==> config.mk <==
export PLATFORM = sky130hd
export DESIGN_NAME = ic3_div
export DESIGN_NICKNAME = d
export VERILOG_FILES = /design/src/hdl/ic3_pkg.sv /design/src/hdl/ic3_div.sv
export SDC_FILE = /design/constraint.sdc
export NUM_CORES = 1
export LEC_CHECK = 0
export BUFFER_PORTS_ARGS = -buffer_cell sky130_fd_sc_hd__buf_2
export CAP_MARGIN = 40
export CORE_AREA = 5 5 101 103
export CTS_BUF_LIST = sky130_fd_sc_hd__clkbuf_16
export CTS_CLUSTER_SIZE = 10
export DETAILED_ROUTE_END_ITERATION = 8
export DIE_AREA = 0 0 106 108
export PLACE_DENSITY = 0.68
export SETUP_SLACK_MARGIN = 0.05
export SLEW_MARGIN = 20
export SYNTH_ARGS = -nofsm -noshare
export SYNTH_HDL_FRONTEND = slang
export SYNTH_SLANG_ARGS = --single-unit
==> constraint.sdc <==
create_clock -name clk -period 2.45 [get_ports clk]
set_input_delay 0.245 -clock clk [delete_from_list [all_inputs] [get_ports clk]]
set_output_delay 0.245 -clock clk [all_outputs]
set_load 0.02 [all_outputs]
==> src/hdl/ic3_pkg.sv <==
// Shared constants, types and helpers of the 3x3 convolution filter.
`default_nettype none
package ic3_pkg;
    localparam int MaxWidth   = 1024;
    localparam int MaxHeight  = 1024;
    localparam int AddrW      = $clog2(MaxWidth);
    localparam int DimW       = 11;
    localparam int PosW       = 10;
    localparam int SumW       = 20;
    localparam int RegIdxW    = 3;
    localparam int CfgW       = 24;
    localparam int QuoW       = 20;

    localparam logic [RegIdxW-1:0] REG_WIDTH  = 3'd0;
    localparam logic [RegIdxW-1:0] REG_HEIGHT = 3'd1;
    localparam logic [RegIdxW-1:0] REG_DIV    = 3'd2;
    localparam logic [RegIdxW-1:0] REG_COEF0  = 3'd3;
    localparam logic [RegIdxW-1:0] REG_COEF1  = 3'd4;
    localparam logic [RegIdxW-1:0] REG_COEF2  = 3'd5;

    typedef struct packed {
        logic [7:0]     value;
        logic [PosW-1:0] row;
        logic [PosW-1:0] col;
        logic           done;
    } result_t;

    typedef struct packed {
        logic [SumW-1:0] sum;
        logic [7:0]      divisor;
        logic [PosW-1:0] row;
        logic [PosW-1:0] col;
        logic            done;
    } div_req_t;
endpackage
`default_nettype wire

==> src/hdl/ic3_div.sv <==
// Iterative signed-by-unsigned divider with truncation toward zero and clamp to 0..255.
`default_nettype none
module ic3_div (
    input  wire logic              clk,
    input  wire logic              rst_n,
    input  wire logic              start,
    input  ic3_pkg::div_req_t      req,
    output logic                   busy,
    output ic3_pkg::result_t       res
);
    import ic3_pkg::*;

    localparam int CntW = $clog2(QuoW + 1);

    logic [QuoW-1:0] rem_reg, rem_next;
    logic [QuoW-1:0] quo_reg, quo_next;
    logic [7:0]      dv_reg;
    logic            neg_reg;
    logic [CntW-1:0] cnt_reg, cnt_next;
    logic            busy_reg, busy_next;
    logic [PosW-1:0] row_reg, col_reg;
    logic            pd_reg;
    logic [QuoW:0]   trial;
    logic [QuoW-1:0] shifted;

    always_comb
    begin
        shifted  = {rem_reg[QuoW-2:0], quo_reg[QuoW-1]};
        trial    = {1'b0, shifted} - {{(QuoW - 7){1'b0}}, dv_reg};
        rem_next = trial[QuoW] ? shifted : trial[QuoW-1:0];
        quo_next = {quo_reg[QuoW-2:0], ~trial[QuoW]};
        cnt_next = cnt_reg - 1'b1;
        busy_next = busy_reg && (cnt_reg != CntW'(1));
    end

    always_ff @(posedge clk or negedge rst_n)
    begin
        if (!rst_n)
        begin
            busy_reg <= 1'b0;
            cnt_reg  <= '0;
        end
        else
        begin
            if (start)
            begin
                busy_reg <= 1'b1;
                cnt_reg  <= CntW'(QuoW);
            end
            else if (busy_reg)
            begin
                busy_reg <= busy_next;
                cnt_reg  <= cnt_next;
            end
        end
    end

    always_ff @(posedge clk)
    begin
        if (start)
        begin
            neg_reg <= req.sum[SumW-1];
            quo_reg <= req.sum[SumW-1] ? (~req.sum + 1'b1) : req.sum;
            rem_reg <= '0;
            dv_reg  <= (req.divisor == 8'd0) ? 8'd1 : req.divisor;
            row_reg <= req.row;
            col_reg <= req.col;
            pd_reg  <= req.done;
        end
        else if (busy_reg)
        begin
            quo_reg <= quo_next;
            rem_reg <= rem_next;
        end
    end

    // A negative quotient clamps to zero; a nonzero magnitude above 255 saturates.
    always_comb
    begin
        res.row  = row_reg;
        res.col  = col_reg;
        res.done = pd_reg;
        if (neg_reg || quo_reg == '0)
        begin
            res.value = 8'd0;
        end
        else if (quo_reg > QuoW'(255))
        begin
            res.value = 8'd255;
        end
        else
        begin
            res.value = quo_reg[7:0];
        end
    end

    assign busy = busy_reg;
endmodule
`default_nettype wire

# After elaboration in Yosys (flattened, before gate mapping)
# Index checks and enable logic that the tools add are counted.
# Widths: inputs -> output; s select.
dict set report classes {
  addsub 3
  n_reduce_logical 5
  eq_ne 1
  n_lt_le_gt_ge 1
  n_mux 10
  bitwise 2
}
# op count
set op_table {}
lappend op_table {{$mux 20} 3}
lappend op_table {{$sub 20x8->21} 1}
lappend op_table {{$add 20x1->20 const B} 1}
lappend op_table {{$gt 20x8->1 const B} 1}
lappend op_table {{$logic_not 20->1} 1}
lappend op_table {{$not 20->20} 1}
lappend op_table {{$mux 19} 1}
lappend op_table {{$mux 8} 2}
lappend op_table {{$mux 5} 2}
lappend op_table {{$logic_not 8->1} 1}
lappend op_table {{$ne 5x1->1 const B} 1}
lappend op_table {{$sub 5x1->5 const B} 1}
lappend op_table {{$mux 1} 2}
lappend op_table {{$reduce_bool 2->1} 1}
lappend op_table {{$logic_and 1x1->1} 1}
lappend op_table {{$logic_or 1x1->1} 1}
lappend op_table {{$not 1->1} 1}
dict set report totals {
  reg_bits 75
  out_inout_bits 30
  word_cells 31
}

# Depth between registers and ports, before layout
dict set report depth {
  ltp_word 4
  ltp_mapped 10
  mapped_depth_nobuf 9
}

# Worst setup path before layout
# No wires, ideal clock.
dict set report synth_timing {
  path_type {register -> register}
  start {register quo_reg[19]}
  end {register rem_reg[9]}
  path_buffers 0
  setup_slack_ns -0.135
  arrival_ns 2.497
  path_stages_with_launch 10
  path_cell_list {edfxtp_1 inv_1 ha_1 fa_1 and2b_1 o31ai_1 a21oi_4 nor2_8 or4_2 a311oi_2}
}
dict set report synth_between {
  elab_chain_cells 2
}
# element line_no
set synth_rtl {}
lappend synth_rtl {{start, declared} ic3_div.sv:16} ;# logic [QuoW-1:0] quo_reg, quo_next;
lappend synth_rtl {{start signal, assigned} ic3_div.sv:63} ;# quo_reg <= req.sum[SumW-1] ? (~req.sum + 1'b1) : req.sum;
lappend synth_rtl {{start signal, assigned} ic3_div.sv:72} ;# quo_reg <= quo_next;
lappend synth_rtl {{$sub 20x8->21} ic3_div.sv:29} ;# trial = {1'b0, shifted} - {{(QuoW - 7){1'b0}}, dv_reg};
lappend synth_rtl {{$mux 19} ic3_div.sv:30} ;# rem_next = trial[QuoW] ? shifted : trial[QuoW-1:0];
lappend synth_rtl {{end signal, assigned} ic3_div.sv:73} ;# rem_reg <= rem_next;
lappend synth_rtl {{end, declared} ic3_div.sv:15} ;# logic [QuoW-1:0] rem_reg, rem_next;
# Every way passes these cells.
# A chain may end at the register's enable or synchronous reset.

# Worst setup path in the final report
# Ends and elaborated chain as after synthesis.

==> results.cfg <==
[drt]
antenna_left = 0
dr.pass1.iters = 4
drtIter0Drc = 135
drc = 0
via_count = 3092
drt_wl_total_mm = 8.42
drt-wirelength-per-cell_um = 14.7
vias_per_cell = 5.38

[cells_and_area]
finalNetCount = 523
postLayoutCellArea_um2 = 4890
syn2layout_area_growth_pct = 22.9
final_util = 0.537
largest_reg_flops = 20
final_cells = 575
antenna_cells = 0
layout-drive-gt1-share = 0.300

[yosys]
synth_compound_area_frac = 0.159
synthAdderAreaFrac = 0.0396
synth_top_area_cell = edfxtp_1
syn-num-nets = 438
yosysMostFrequentCell = nor2_1
synth_mux_area_frac = 0.0104
synth_top_family_by_area = simple AND/OR/NAND/NOR gates
syn_area_um2 = 3980
yosys-top-cells-count = 51 x nor2_1, 50 x edfxtp_1, 27 x a21oi_1
yosysWarnings = 0
synthSimpleGateAreaFrac = 0.169
synth-edff-count = 50
synth_xor_area_frac = 0.0682
syn_inst = 374
yosysTopAreaCellShare = 0.377
yosys-top-cells-area = edfxtp_1 38%, dfxtp_1 9.6%, nor2_1 4.8%
synthFlopType = edfxtp_1
seq_area_frac_synth = 0.511
avgSynthCellArea_um2 = 10.6
yosys_register_bits = 75
async_flop_share = 0.0800
synth_cell_types = 55

[global_route]
grt_max_degree = 41
gr-total-overflow = 0
grt_pass1_wl_mm = 13.9
antenna_found_initial = 0
grt_pass1_vias = 3073
grt_usage = 0.149

[floorplanning]
io_pins = 82
design.core.area_um2 = 9110
num_rows = 35
dieArea_um2 = 11400
die_h_um = 108
start_util = 0.437
dieWidth_um = 106

[timing]
fmax_mhz = 422
worst_pin_slew_ns = 0.662
grt_setup_unrepaired = yes
slew_headroom = 0.556
final_hold_viol_count = 0
setup_viol_count_final = 0
whs_ns = 0.0877
maxSlewViolCount = 0
period_minus_slack_ns = 2.37
fin_skew_ns = 0.00960
fin_crit_sh = 0.967

[power]
seq_power_share = 0.370
ir_drop_mv = 0.513
p_comb_frac = 0.358
p_leak_uw = 0.00198
powerDensity_nw_per_um2 = 980
power_frac_clock = 0.272
power_switching_uw = 1570
p_int_uw = 3230
swShare = 0.327

[placed_design]
routabilityCongestion = 0.807
dp_cells = 557
place_hpwl_mm = 6.18
port_buffers = 81
dpl_cell_area_um2 = 4530

[worst_setup_path]
path_max_fanout = 9
cpMaxStageDelayCell = or4_4
arrival_ns = 2.61
end_kind = flop
crit_type = reg -> reg
cp_cell_sequence = inv_1 -> ha_2 -> fa_2 -> and2b_2 -> o31ai_4 -> a21oi_4 -> nor2_8 -> or4_4 -> a311oi_2
setup.worst_path.start_class = flop
required_ns = 2.69
max_stage_delay_ns = 0.48

[clock_network]
clock_path_buffers = 2
clk-insertion-delay-late_ns = 0.33
numCtsBuffers = 9
cts.sinks = 75
cts_tree = yes
cts.clk_slew.worst_paths_ns = 0.06
h-tree-depth = 3
clock-root-buffer = clkbuf_16

[min_path]
hp-class = in -> reg

[status]
outcome = finished, final reports clean

[run]
drv_cap = 0
-- worst max-delay path, delay by kind of cell (launching register included) --
kind,cells,cell delay (ns)
adder cells (fa/ha/maj),2,0.57
AND/OR/NAND/NOR,3,0.80
buffers and inverters,1,0.05
AO/OA/AOI/OAI,3,0.53
flip-flops,1,0.34
-- cell usage in the layout, fill, tap and decap left out, types with 4 or more instances in the layout --
master and count:
a211oi_1 13, a21o_1 7, a21oi_1 27, a311oi_2 4
buf_2 81, buf_4 15, clkbuf_16 9, dfrtp_1 6
dfxtp_1 19, edfxtp_1 50, ha_1 10, inv_1 14
nand2_1 13, nand2b_1 8, nor2_1 51, nor3_1 9
nor4_1 7, o21a_1 5, o21ai_0 8, o31ai_1 10
or2_2 5, or4_1 4, xnor2_1 11, xor2_1 20
-- kinds of logic after synthesis --
logic type / Yosys count
buf+inv: 37
xor+xnor: 31
simple gates: 124
compound gates: 91
mux: 4
flops: 75
fa+ha+maj: 12
-- layout make-up --
cell class	instances	area [um^2]
inverters	14	52.6
flip-flops and latches	75	2030
clock buffers	9	225
clock inverters	7	76.3
repair buffers	97	528
well taps	111	139
multi-input cells	262	1840
fillers	825	4220
-- power by group through the flow --
stage / registers, uW / logic (uW) / clock network [uW]
finish: 1770 / 1720 / 1310
global route: 1800 / 1900 / 1410
CTS: 1770 / 1670 / 1340
detailed placement: 1790 / 1650 / 0
global placement: 1780 / 1620 / 0
floorplan: 1800 / 1240 / 0
-- path summary, 6_finish.rpt --
check / from / endpoint / slack (ns) / cells past startpoint
worst max-delay path: quo_reg[19] / rem_reg[9] / 0.08 / 9
worst min-delay path: req[5] / col_reg[4] / 0.09 / 1
worst max register to register: quo_reg[19] / rem_reg[9] / 0.08 / 9
worst min register to register: rem_reg[18] / rem_reg[18] / 0.49 / 2
max in group asynchronous: rst_n / busy / 2.04 / 2
min in group asynchronous: rst_n / cnt_reg[1] / 0.27 / 2
-- routing by layer --
layer | vias to the layer above | track usage | wire length (um)
met2 | 86 | 0.235 | 3890
li1 | 1552 | - | -
met4 | 0 | 0.0518 | 119
met5 | - | 0 | 0
met1 | 1442 | 0.190 | 3830
met3 | 12 | 0.0555 | 591
-- repair_timing --
item	in CTS	in global routing
buffers inserted	0	1
hold endpoints to repair	6	0
cloned	0	0
hold buffers	1	0
endpoints found under the setup margin	4	11
pin swaps	4	8
gates resized for setup	1	6
-- metrics by stage --
step	TNS (ns)	setup WS, ns	power, uW
5_1_grt	-0.0984	-0.0515	5110
3_5_place_dp	0	0.0223	3440
6_report	0	0.0804	4790
3_3_place_gp	0	0.0656	3400
4_1_cts	0	0.0636	4780
2_1_floorplan	0	0.00160	3040
Power figures use the tool's default switching activity.
